--- src/rtl/assert_macros.svh ---
// assertion macros shared by the rtl files
// no dependencies; each macro expects clk and arst_n in scope
`ifndef ASSERT_MACROS_SVH
`define ASSERT_MACROS_SVH

// plain property checked on every clock outside reset
`define ASSERT_ALWAYS(label, prop, msg) \
	label: assert property (@(posedge clk) disable iff (!arst_n) (prop)) else $error(msg);

// same-cycle implication
`define ASSERT_IMPLIES(label, ante, cons, msg) \
	label: assert property (@(posedge clk) disable iff (!arst_n) (ante) |-> (cons)) \
		else $error(msg);

// next-cycle implication
`define ASSERT_NEXT(label, ante, cons, msg) \
	label: assert property (@(posedge clk) disable iff (!arst_n) (ante) |=> (cons)) \
		else $error(msg);

`endif

--- src/rtl/hduart_pkg.sv ---
// shared types, constants and helpers for the half-duplex serial link controller
// no dependencies
package hduart_pkg;

	localparam int FIFO_DEPTH = 64;
	localparam int IDX_W      = (FIFO_DEPTH > 1) ? $clog2(FIFO_DEPTH) : 1;
	localparam int CNT_W      = $clog2(FIFO_DEPTH + 1);
	localparam int FILL_W     = 7;

	// receiver status bits for frame, overrun and parity errors
	localparam logic [7:0] ERR_MASK = 8'h1C;
	localparam logic [7:0] KEY_NONE = 8'h00;

	typedef enum logic [2:0] {
		ACT_SEND  = 3'd0,
		ACT_TXE   = 3'd1,
		ACT_TXC   = 3'd2,
		ACT_FRAME = 3'd3,
		ACT_KEY   = 3'd4
	} action_t;

	typedef enum logic [1:0] {
		MODE_RECV  = 2'd0,
		MODE_SEND  = 2'd1,
		MODE_DRAIN = 2'd2
	} mode_t;

	typedef enum logic {
		ST_IDLE,
		ST_READ
	} ctrl_state_t;

	typedef struct packed {
		logic [2:0] action;
		logic [7:0] tx_byte;
		logic       tx_ninth_bit;
		logic [7:0] rx_byte;
		logic [7:0] rx_status;
		logic       rx_ninth_bit;
	} ev_item_t;

	typedef struct packed {
		logic              tx_valid;
		logic [8:0]        tx_word;
		logic              send_dropped;
		logic              key_valid;
		logic [7:0]        key_code;
		logic [1:0]        line_mode;
		logic [FILL_W-1:0] fill_level;
	} res_item_t;

	// controller to datapath
	typedef struct packed {
		logic exec;      // event word accepted this cycle
		logic load_pop;  // ring read data is ready, emit popped word
	} dp_cmd_t;

	// datapath to controller
	typedef struct packed {
		logic out_full;  // result register holds a word
		logic pop_hit;   // current event word pops the ring
	} dp_status_t;

	// low bits of the word count, zero extended for small depths
	function automatic logic [FILL_W-1:0] fill_of(input logic [CNT_W-1:0] cnt);
		logic [CNT_W+FILL_W-1:0] wide;
		wide = {{FILL_W{1'b0}}, cnt};
		return wide[FILL_W-1:0];
	endfunction

	function automatic logic [IDX_W-1:0] next_slot(input logic [IDX_W-1:0] idx);
		return (idx == IDX_W'(FIFO_DEPTH - 1)) ? '0 : idx + 1'b1;
	endfunction

endpackage

--- src/rtl/hduart_ev_if.sv ---
// valid/ready channel carrying one event word
// depends on hduart_pkg
interface hduart_ev_if;
	import hduart_pkg::*;

	logic     valid;
	logic     ready;
	ev_item_t data;

	modport source (output valid, output data, input ready);
	modport sink (input valid, input data, output ready);
endinterface

--- src/rtl/hduart_res_if.sv ---
// valid/ready channel carrying one result word
// depends on hduart_pkg
interface hduart_res_if;
	import hduart_pkg::*;

	logic      valid;
	logic      ready;
	res_item_t data;

	modport source (output valid, output data, input ready);
	modport sink (input valid, input data, output ready);
endinterface

--- src/rtl/hduart_ctrl.sv ---
// controller: accepts event words and sequences the ring read for a pop
// depends on hduart_pkg and assert_macros.svh
`include "assert_macros.svh"

module hduart_ctrl (
	input  logic                   clk,
	input  logic                   arst_n,
	input  logic                   ev_valid,
	output logic                   ev_ready,
	input  logic                   res_ready,
	input  hduart_pkg::dp_status_t st,
	output hduart_pkg::dp_cmd_t    cmd
);
	import hduart_pkg::*;

	ctrl_state_t state_q, state_nx;

	always_ff @(posedge clk or negedge arst_n) begin
		if (!arst_n) begin
			state_q <= ST_IDLE;
		end else begin
			state_q <= state_nx;
		end
	end

	always_comb begin
		state_nx     = state_q;
		ev_ready     = 1'b0;
		cmd.exec     = 1'b0;
		cmd.load_pop = 1'b0;
		case (state_q)
			ST_IDLE: begin
				ev_ready = !st.out_full || res_ready;
				cmd.exec = ev_valid && ev_ready;
				if (cmd.exec && st.pop_hit) begin
					state_nx = ST_READ;
				end
			end
			ST_READ: begin
				cmd.load_pop = 1'b1;
				state_nx     = ST_IDLE;
			end
			default: begin
				state_nx = ST_IDLE;
			end
		endcase
	end

	// the result slot was free or drained when the pop was taken
	`ASSERT_IMPLIES(a_read_slot_free, state_q == ST_READ, !st.out_full, "pop fetch with result slot busy")
	`ASSERT_NEXT(a_pop_fetch, cmd.exec && st.pop_hit, state_q == ST_READ, "pop not followed by ring fetch")

endmodule

--- src/rtl/hduart_dp.sv ---
// datapath: transmit ring memory, pointers, line mode, key latch, result register
// depends on hduart_pkg and assert_macros.svh
`include "assert_macros.svh"

module hduart_dp (
	input  logic                   clk,
	input  logic                   arst_n,
	input  hduart_pkg::ev_item_t   ev,
	input  hduart_pkg::dp_cmd_t    cmd,
	output hduart_pkg::dp_status_t st,
	output logic                   res_valid,
	input  logic                   res_ready,
	output hduart_pkg::res_item_t  res
);
	import hduart_pkg::*;

	logic [8:0]       mem [FIFO_DEPTH];
	logic [8:0]       rd_data_q;
	logic [IDX_W-1:0] wr_idx_q, rd_idx_q, wr_nx, rd_nx;
	logic [CNT_W-1:0] cnt_q, cnt_nx;
	mode_t            mode_q, mode_nx;
	logic [7:0]       latch_byte_q, latch_byte_nx;
	logic             latch_full_q, latch_full_nx;
	logic             full, push, pop_hit;
	logic             res_valid_q;
	res_item_t        res_q, res_nx, pop_res;

	assign full = (cnt_q == CNT_W'(FIFO_DEPTH));

	always_comb begin
		cnt_nx        = cnt_q;
		mode_nx       = mode_q;
		wr_nx         = wr_idx_q;
		rd_nx         = rd_idx_q;
		latch_byte_nx = latch_byte_q;
		latch_full_nx = latch_full_q;
		push          = 1'b0;
		pop_hit       = 1'b0;
		res_nx        = '0;
		case (ev.action)
			ACT_SEND: begin
				if (!full) begin
					push   = 1'b1;
					cnt_nx = cnt_q + 1'b1;
					wr_nx  = next_slot(wr_idx_q);
				end else begin
					res_nx.send_dropped = 1'b1;
				end
				mode_nx = MODE_SEND;
			end
			ACT_TXE: begin
				if (mode_q == MODE_SEND) begin
					if (cnt_q != '0) begin
						pop_hit = 1'b1;
						cnt_nx  = cnt_q - 1'b1;
						rd_nx   = next_slot(rd_idx_q);
					end else begin
						mode_nx = MODE_DRAIN;
					end
				end
			end
			ACT_TXC: begin
				if (mode_q == MODE_DRAIN) begin
					mode_nx = MODE_RECV;
				end
			end
			ACT_FRAME: begin
				if (mode_q == MODE_RECV && (ev.rx_status & ERR_MASK) == 8'h00
						&& !ev.rx_ninth_bit) begin
					latch_byte_nx = ev.rx_byte;
					latch_full_nx = 1'b1;
				end
			end
			ACT_KEY: begin
				if (latch_full_q) begin
					res_nx.key_valid = 1'b1;
					res_nx.key_code  = latch_byte_q;
					latch_byte_nx    = KEY_NONE;
					latch_full_nx    = 1'b0;
				end
			end
			default: begin
			end
		endcase
		res_nx.line_mode  = mode_nx;
		res_nx.fill_level = fill_of(cnt_nx);
	end

	always_comb begin
		pop_res            = '0;
		pop_res.tx_valid   = 1'b1;
		pop_res.tx_word    = rd_data_q;
		pop_res.line_mode  = mode_q;
		pop_res.fill_level = fill_of(cnt_q);
	end

	always_ff @(posedge clk or negedge arst_n) begin
		if (!arst_n) begin
			cnt_q        <= '0;
			wr_idx_q     <= '0;
			rd_idx_q     <= '0;
			mode_q       <= MODE_DRAIN;
			latch_byte_q <= KEY_NONE;
			latch_full_q <= 1'b0;
		end else if (cmd.exec) begin
			cnt_q        <= cnt_nx;
			wr_idx_q     <= wr_nx;
			rd_idx_q     <= rd_nx;
			mode_q       <= mode_nx;
			latch_byte_q <= latch_byte_nx;
			latch_full_q <= latch_full_nx;
		end
	end

	// ring memory, registered read at the head pointer
	always_ff @(posedge clk) begin
		if (cmd.exec && push) begin
			mem[wr_idx_q] <= {ev.tx_ninth_bit, ev.tx_byte};
		end
		rd_data_q <= mem[rd_idx_q];
	end

	always_ff @(posedge clk or negedge arst_n) begin
		if (!arst_n) begin
			res_valid_q <= 1'b0;
		end else if ((cmd.exec && !pop_hit) || cmd.load_pop) begin
			res_valid_q <= 1'b1;
		end else if (res_ready) begin
			res_valid_q <= 1'b0;
		end
	end

	always_ff @(posedge clk) begin
		if (cmd.exec && !pop_hit) begin
			res_q <= res_nx;
		end else if (cmd.load_pop) begin
			res_q <= pop_res;
		end
	end

	assign st.pop_hit  = pop_hit;
	assign st.out_full = res_valid_q;
	assign res_valid   = res_valid_q;
	assign res         = res_q;

	`ASSERT_NEXT(a_drop_holds_count, cmd.exec && ev.action == ACT_SEND && full, $stable(cnt_q), "dropped send changed the count")
	`ASSERT_NEXT(a_pop_emits, cmd.load_pop, res_valid_q && res_q.tx_valid, "popped word not presented")
	`ASSERT_ALWAYS(a_count_bound, cnt_q <= CNT_W'(FIFO_DEPTH), "ring count above depth")

endmodule

--- src/rtl/half_duplex_uart_tx_fifo_ctrl_unit.sv ---
// top level of the half-duplex serial link controller
// depends on hduart_pkg, hduart_ev_if, hduart_res_if, hduart_ctrl, hduart_dp

// Half-duplex single-wire serial link controller. Each event word on the
// events channel (send, transmit register empty, transmit complete, frame
// received, read key) produces exactly one result word on the results
// channel, carrying the popped transmit word, the drop flag, the key latch
// read-out, the line mode and the ring fill level after the event. Most
// events load the result register on acceptance; a transmit register
// empty event that pops the ring loads it from a read state, as the
// 64-entry ring memory has a registered read port and the popped word
// arrives in the cycle after; no event word is taken during the fetch.
// A result register sits between the two channels, so a new event is taken
// in the cycle its predecessor's result leaves. The ring needs no clearing
// after reset: entries are only read after they are written. After reset
// the line is in draining mode with the receiver off.
module half_duplex_uart_tx_fifo_ctrl_unit (
	input  logic      clk,
	input  logic      arst_n,
	hduart_ev_if.sink events,
	hduart_res_if.source results
);
	import hduart_pkg::*;

	// command and status between controller and datapath
	dp_cmd_t    cmd;
	dp_status_t st;

	// controller: handshake and the pop fetch sequence
	hduart_ctrl u_ctrl (
		.clk       (clk),
		.arst_n    (arst_n),
		.ev_valid  (events.valid),
		.ev_ready  (events.ready),
		.res_ready (results.ready),
		.st        (st),
		.cmd       (cmd)
	);

	// datapath: ring, pointers, mode, key latch and result register
	hduart_dp u_dp (
		.clk       (clk),
		.arst_n    (arst_n),
		.ev        (events.data),
		.cmd       (cmd),
		.st        (st),
		.res_valid (results.valid),
		.res_ready (results.ready),
		.res       (results.data)
	);

endmodule

--- src/flat_wrapper.sv ---
// flat-port wrapper written by rule: the top's interface ports become plain ports
module half_duplex_uart_tx_fifo_ctrl_unit_flat import hduart_pkg::*;
  (clk, arst_n, events_valid, events_data, events_ready, results_valid, results_data, results_ready);
  hduart_ev_if events_i ();
  hduart_res_if results_i ();
  input  logic clk;
  input  logic arst_n;
  input wire logic [$bits(events_i.valid)-1:0] events_valid;
  input wire logic [$bits(events_i.data)-1:0] events_data;
  output wire logic [$bits(events_i.ready)-1:0] events_ready;
  output wire logic [$bits(results_i.valid)-1:0] results_valid;
  output wire logic [$bits(results_i.data)-1:0] results_data;
  input wire logic [$bits(results_i.ready)-1:0] results_ready;
  assign events_i.valid = events_valid;
  assign events_i.data = events_data;
  assign events_ready = events_i.ready;
  assign results_valid = results_i.valid;
  assign results_data = results_i.data;
  assign results_i.ready = results_ready;
  half_duplex_uart_tx_fifo_ctrl_unit u_core (.clk(clk), .arst_n(arst_n), .events(events_i), .results(results_i));
endmodule
--- config.mk ---
export PLATFORM = sky130hd
export DESIGN_NAME = half_duplex_uart_tx_fifo_ctrl_unit_flat
export DESIGN_NICKNAME = d
export VERILOG_FILES = /design/src/rtl/hduart_pkg.sv /design/src/rtl/hduart_ev_if.sv /design/src/rtl/hduart_res_if.sv /design/src/rtl/hduart_ctrl.sv /design/src/rtl/hduart_dp.sv /design/src/rtl/half_duplex_uart_tx_fifo_ctrl_unit.sv /design/src/flat_wrapper.sv
export VERILOG_INCLUDE_DIRS = /design/src /design/src/rtl
export SDC_FILE = /design/constraint.sdc
export NUM_CORES = 1
export LEC_CHECK = 0
export BUFFER_PORTS_ARGS = -buffer_cell sky130_fd_sc_hd__buf_2
export CORE_UTILIZATION = 51
export CTS_CLUSTER_DIAMETER = 60
export DETAILED_ROUTE_END_ITERATION = 10
export HOLD_SLACK_MARGIN = 0.08
export PLACE_DENSITY_LB_ADDON = 0.1
export RECOVER_POWER = 50
export SYNTH_ARGS = -nofsm -noshare
export SYNTH_HDL_FRONTEND = slang
export SYNTH_SLANG_ARGS = --single-unit
--- constraint.sdc ---
create_clock -name clk -period 2.72 [get_ports clk]
set_clock_uncertainty 0.05 [all_clocks]
set_input_delay 0.136 -clock clk [delete_from_list [all_inputs] [get_ports clk]]
set_output_delay 0.136 -clock clk [all_outputs]
set_load 0.1 [all_outputs]
======== Yosys cells after proc, flatten, opt, wreduce, memory -nomap -nowiden ========
Memories as Yosys holds them, arrays and structs flattened. A register that Yosys moved wholly into a read port is not among the register bits.
Cells that the tools add are included.
storage, ports and cells
  memories kept ........................... 1
  output and inout port bits .............. 31
  memory bits (writable) .................. 576
  bits in registers ....................... 61
  bits of input ports ..................... 33
  logic and storage cells ................. 90
memories
  memory           depth  width  rd ports  clocked after memory_dff  write ports  line             RTL
  u_core.u_dp.mem  64     9      1         1                         1            hduart_dp.sv:17  logic [8:0] mem [FIFO_DEPTH];
cells by class
  mux-type cells .......................... 35
  add/sub/neg operators ................... 4
  bitwise operators ....................... 2
  equality and inequality tests ........... 11
  reduce and logical (&&, ||, !) cells .... 22
operators with widths
  cell                                                  number
  two-way mux 19 bit                                    2
  two-way mux 7 bit                                     3
  two-way mux 9 bit                                     2
  two-way mux 1 bit                                     16
  two-way mux 8 bit                                     2
  case mux 8 bit (2 select lines)                       1
  case mux 7 bit (2 select lines)                       1
  adder 6 x 1 -> 6 bit (second input constant)          2
  equality test 6 bit (second input constant)           2
  two-way mux 6 bit                                     2
  logical NOT 8 bit                                     1
  AND reduction 4 bit                                   2
  adder 7 x 1 -> 7 bit (second input constant)          1
  equality test 7 bit (second input constant)           1
  nonzero test 7 bit                                    1
  subtractor 7 x 1 -> 7 bit (second input constant)     1
  equality test 3 x 2 -> 1 bit (second input constant)  2
  logical AND 1 bit                                     6
  two-way mux 2 bit                                     3
  case mux 2 bit (3 select lines)                       1
  AND reduction 3 bit                                   2
  nonzero test 2 bit                                    3
  != test 2 bit (second input constant)                 2
  case mux 1 bit (2 select lines)                       2
  9 further kinds                                       13

======== Depth between registers and ports, before layout ========
  depth in word-level cells ............... 8
  mapped depth ............................ 9
  gate-level depth less buffers ........... 8

======== Hierarchy ========
Synthesis repeated with hierarchy kept, for this count alone.
second synthesis, totals
  cell total of the unflattened synthesis .. 1392
  area, all modules ....................... 25822.3 µm²
modules (own cells, without submodules)
  module       times used  sequential area each (µm²)  cells an instance  area each (µm²)
  hduart_dp    1           19024.5                     1386               25748.4
  hduart_ctrl  1           25.0                        6                  73.8

======== Worst setup path after synthesis ========
No wires, ideal clock.
  kind .................................... reg2reg
  start point ............................. register u_core.u_dp.res_valid_q, in the netlist u_core.u_dp.res_valid
  end point ............................... memory u_core.u_dp.mem[19][0], enable pin
  cell stages (with the launch flop) ...... 6
  required time ........................... 2.296 ns
  slack ................................... -0.187 ns
  setup time .............................. 0.374 ns
  path buffers ............................ 0
  clock period less this slack ............ 2.907 ns
  arrival ................................. 2.483 ns
  cells stage by stage .................... dfrtp_1 -> nand2b_1 -> nand4_1 -> nor4_1 -> nand3_1 -> nor2_1
on the way
  longest elaborated chain between the ends .. 7
ends and longest elaborated chain
  element                                  line               RTL
  from (decl)                              hduart_dp.sv:25    logic res_valid_q;
  from (signal assigned)                   hduart_dp.sv:125   res_valid_q <= 1'b0;
  from (signal assigned)                   hduart_dp.sv:127   res_valid_q <= 1'b1;
  from (signal assigned)                   hduart_dp.sv:129   res_valid_q <= 1'b0;
  logical NOT 1 bit                        hduart_ctrl.sv:33  ev_ready = !st.out_full || res_ready;
  logical OR 1 bit                         hduart_ctrl.sv:33
  logical AND 1 bit                        hduart_ctrl.sv:34  cmd.exec = ev_valid && ev_ready;
  two-way mux 1 bit                        hduart_ctrl.sv:31  case (state_q)
  logical AND 1 bit                        hduart_dp.sv:117   if (cmd.exec && push) begin
  two-way mux 1 bit                        hduart_dp.sv:117
  two-way mux 1 bit (not written as such)  hduart_dp.sv:118   mem[wr_idx_q] <= {ev.tx_ninth_bit, ev.tx_byte};
  to (decl)                                hduart_dp.sv:17
Every way passes these cells.

======== Final worst setup path ========
  start point ............................. register u_core.u_dp.cnt_q[1]
  end point ............................... memory u_core.u_dp.mem[14][1], enable pin
on the way
  longest elaborated chain between the ends .. 6
ends and longest elaborated chain
  element                                  line              RTL
  from (decl)                              hduart_dp.sv:20   logic [CNT_W-1:0] cnt_q, cnt_nx;
  from (signal assigned)                   hduart_dp.sv:106  cnt_q <= cnt_nx;
  equality test 7 bit                      hduart_dp.sv:28   assign full = (cnt_q == CNT_W'(FIFO_DEPTH));
  two-way mux 1 bit                        hduart_dp.sv:42   if (!full) begin
  two-way mux 1 bit                        hduart_dp.sv:40   case (ev.action)
  logical AND 1 bit                        hduart_dp.sv:117
  two-way mux 1 bit                        hduart_dp.sv:117
  two-way mux 1 bit (not written as such)  hduart_dp.sv:118
Every way passes these cells.

==> flow_metrics.env <==
export IMPL_outcome="complete, but fails checks"
export IMPL_failed_checks="capacitance limit, slew limit"
export IMPL_synthesis_area_per_instance_sq_um=19.7
export IMPL_port_buffer_count=58
export IMPL_synth_sequential_area_ratio=0.752
export IMPL_setup_violations_final=0
export IMPL_antenna_left=0
export IMPL_synth_compound_area_share=0.0405
export IMPL_synth_cell_type_count=62
export IMPL_cts_htree_levels=3
export IMPL_combinational_group_share_of_total_power=0.217
export IMPL_yosysWarningCount=0
export IMPL_timing_critical_path_from="u_core.u_dp.cnt_q[1]"
export IMPL_setup_tns_ps=0
export IMPL_vias_in_the_first_global_route=13400
export IMPL_global_route_usage_total=0.242
export IMPL_vias_per_cell=5.90
export IMPL_regToRegSetupSlack_ps=130
export IMPL_drt_first_pass_iters=5
export IMPL_number_of_storage_elements_in_the_synthesis_netlist=646
export IMPL_synthAdderAreaFrac=0.00198
export IMPL_clkLatencyLatePin_ps=600
export IMPL_criticalPathCategory="reg -> reg"
export IMPL_worst_path_max_fanout=11
export IMPL_grt_first_pass_wirelength_microns=87400
export IMPL_final_max_slew_violation_count=298
export IMPL_synthToLayoutAreaGrowth_pct=17.4
export IMPL_cts_inserted_buffers=68
export IMPL_cts_tree="built"
export IMPL_place_gp_congestion=0.884
export IMPL_route_vias_total=13200
export IMPL_setup_worst_path_end="u_core.u_dp.mem[14][1]"
export IMPL_worst_pin_slew_ps=2420
export IMPL_drcViolationCount=0
export IMPL_synth_net_count=1322
export IMPL_synth_top_family_by_area="multiplexers"
export IMPL_synthesis_area_sq_um=25300
export IMPL_async_flop_share=0.0495
export IMPL_cts_post_setup_buffers_inserted=0
export IMPL_gr_total_overflow=0
export IMPL_cts_reportedPaths_clkPinSlew_ps=60
export IMPL_max_vdd_ir_drop_uv=504
export IMPL_die_width_microns=225
export IMPL_dp_hpwl_microns=37900
export IMPL_final_routed_wirelength_across_all_metal_layers_microns=59100
export IMPL_pin_count_of_the_biggest_net_entering_global_routing=65
export IMPL_min_path_type="in -> reg"
export IMPL_number_of_antenna_violations_at_the_first_check_in_global_routing=0
export IMPL_core_sq_um=49000
export IMPL_fmax_mhz=386
export IMPL_post_synth_edffs=595
export IMPL_intPower_w=0.0188
export IMPL_synthMuxAreaShare=0.141
export IMPL_swShare=0.270
export IMPL_antenna_diode_count=0
export IMPL_p_leak_nw=9.67
export IMPL_share_clk_of_total_power=0.340
export IMPL_post_route_period_util=0.953
export IMPL_reg2reg_to="u_core.u_dp.mem[14][1]"
export IMPL_arrival_time_at_the_worst_endpoint_ps=2820
export IMPL_die_h_microns=225
export IMPL_slew_headroom=-0.613
export IMPL_layout_filler_cells=3566
export IMPL_clk_root_buffer_cell="sky130_fd_sc_hd__clkbuf_16"
export IMPL_seq_power_share=0.444
export IMPL_hold_violations=0
export IMPL_most_common_layout_cells="595 x sky130_fd_sc_hd__edfxtp_1, 146 x sky130_fd_sc_hd__mux4_2, 132 x sky130_fd_sc_hd__buf_4"
export IMPL_layout_drive_gt1_share=0.279
export IMPL_startpoint_type_of_the_worst_setup_path="flip-flop"
export IMPL_nets=1563
export IMPL_power_density_nw_per_um2=869
export IMPL_core_rowCount=81
export IMPL_final_common_cell="sky130_fd_sc_hd__edfxtp_1"
export IMPL_fraction_of_synthesized_cell_area_in_xor_and_xnor_cells=0.00242
export IMPL_synth_top_flop_cell="sky130_fd_sc_hd__edfxtp_1"
export IMPL_timing_hold_ws_ps=249
export IMPL_synth_simple_gate_area_frac=0.0442
export IMPL_r2r_cell_count=10
export IMPL_min_period_ps=2590
export IMPL_drt_iter0_drc=1212
export IMPL_worst_ep_required_time_ps=2950
export IMPL_number_of_sinks_on_the_clock_net=646
export IMPL_worstReg2RegStart="u_core.u_dp.cnt_q[1]"
export IMPL_max_cap_violations=9
export IMPL_switching_power_w=0.00697
export IMPL_crit_path_end_kind="flip-flop"
export IMPL_grt_setup_unrepaired="false"
export IMPL_area_of_the_die_sq_um=50500
export IMPL_initial_utilization=0.517
export IMPL_clk_path_buf_depth=3
export IMPL_ioPinCount=64
export IMPL_wire_per_inst_microns=26.4
export IMPL_netlist_instances=1285
==> routing by layer <==
metal,vias to the layer above,share of wire,GRT usage
met2,422,0.49,0.388
met5,-,0,0
met3,77,0.056,0.0445
met4,0,0.020,0.0639
li1,5770,-,-
met1,6958,0.43,0.343
==> layout make-up <==
| class | count | area, sq um | share of cell area |
|---|---|---|---|
| Inverter | 7 | 26.3 | 0.000884 |
| Multi-Input combinational cell | 562 | 5870 | 0.198 |
| Sequential cell | 646 | 19100 | 0.641 |
| Timing Repair Buffer | 241 | 1830 | 0.0617 |
| Clock inverter | 29 | 211 | 0.00712 |
| Clock buffer | 91 | 1880 | 0.0633 |
| Tap cell | 664 | 831 | 0.0280 |
==> through the flow <==
step | instances | utilization | area [sq um] | power (W) | setup slack (ps)
floorplan | 1285 | - | 25300 | 0.0156 | 28.3
global placement | 2100 | 0.563 | 27500 | 0.0173 | 153
detailed placement | 2100 | 0.563 | 27500 | 0.0173 | 156
CTS | 2240 | 0.609 | 29800 | 0.0261 | 104
global route | 2240 | 0.607 | 29700 | 0.0267 | 2.61
finish | 2240 | 0.607 | 29700 | 0.0258 | 127
==> synth_stat cells (all sizes together), types with 6 or more instances <==
cell | n | share of area
nor3 | 6 | 0.0012
dfxtp | 19 | 0.015
and3 | 9 | 0.0022
and2 | 11 | 0.0027
a21oi | 26 | 0.0051
a211oi | 9 | 0.0027
nor2b | 9 | 0.0022
a22oi | 25 | 0.0074
nand2 | 44 | 0.0065
a22o | 10 | 0.0035
mux2 | 7 | 0.0031
clkbuf | 24 | 0.0036
mux2i | 21 | 0.0083
dfrtp | 31 | 0.031
nor2 | 93 | 0.014
edfxtp | 595 | 0.71
a31oi | 11 | 0.0033
nand3 | 25 | 0.0049
inv | 7 | 0.0010
xnor2 | 7 | 0.0024
o22ai | 18 | 0.0044
o21ai | 13 | 0.0026
buf | 46 | 0.012
mux4 | 146 | 0.13
==> registers in the layout, summed over array words and instances, names as in the netlist <==
signal and count:
u_core.u_dp.rd_idx_q 6, u_core.u_dp.latch_byte_q 8, u_core.u_ctrl.state_q 1, u_core.u_dp.cnt_q 7
u_core.u_dp.wr_idx_q 6, u_core.u_dp.rd_data_q 9, u_core.u_dp.mode_q 2, u_core.u_dp.latch_full_q 1
u_core.u_dp.mem 576, u_core.u_dp.res 29, u_core.u_dp.res_valid 1
==> power groups by stage <==
stage                     clock network (W)  logic (W)  registers [W]
final                               0.00877    0.00559         0.0115
after global routing                0.00926    0.00595         0.0115
after CTS                           0.00893    0.00573         0.0114
after detailed placement                  0    0.00567         0.0116
after global placement                    0    0.00566         0.0116
after floorplan                           0    0.00365         0.0119
==> worst min path at each step <==
| stage | start | to | slack, ps | depth (start not counted) |
|---|---|---|---|---|
| global route | events_data[10] | u_core.u_dp.latch_byte_q[1] | 260 | 3 |
| global placement | arst_n | u_core.u_dp.cnt_q[4] | 220 | 1 |
| CTS | events_data[25] | u_core.u_dp.mem[49][7] | 100 | 1 |
| finish | events_data[0] | u_core.u_dp.latch_full_q | 250 | 5 |
| detailed placement | arst_n | u_core.u_dp.cnt_q[4] | 210 | 1 |
| floorplan | arst_n | u_core.u_ctrl.state_q | -210 | 0 |
==> worst max-delay path: stages, from the launching register on <==
cell and delay, ps:
sky130_fd_sc_hd__dfrtp_1 420, sky130_fd_sc_hd__inv_1 80, sky130_fd_sc_hd__ha_1 200, sky130_fd_sc_hd__nor3b_4 160
sky130_fd_sc_hd__and3_1 220, sky130_fd_sc_hd__nor3_1 140, sky130_fd_sc_hd__buf_4 240, sky130_fd_sc_hd__nand3_1 180
sky130_fd_sc_hd__buf_4 240, sky130_fd_sc_hd__nor2_1 110, sky130_fd_sc_hd__buf_4 220
==> cell families (layout without fill, tap and decap cells) <==
kind of cell	Yosys count	after routing
DFF	646	646
and+or+nand+nor	232	232
muxes	174	174
AOI/OAI and AO/OA	145	145
buffers and inverters	77	368
xor gates and xnor gates	7	7
adders and majority gates	4	4
==> repair_timing <==
| action | CTS | global route |
|---|---|---|
| gates resized for setup | 0 | 3 |
| endpoints found under the hold margin | 155 | 0 |
| hold buffers | 20 | 0 |
| setup endpoints to repair | 0 | 15 |
No activity file was read; power rests on OpenSTA's default activity.
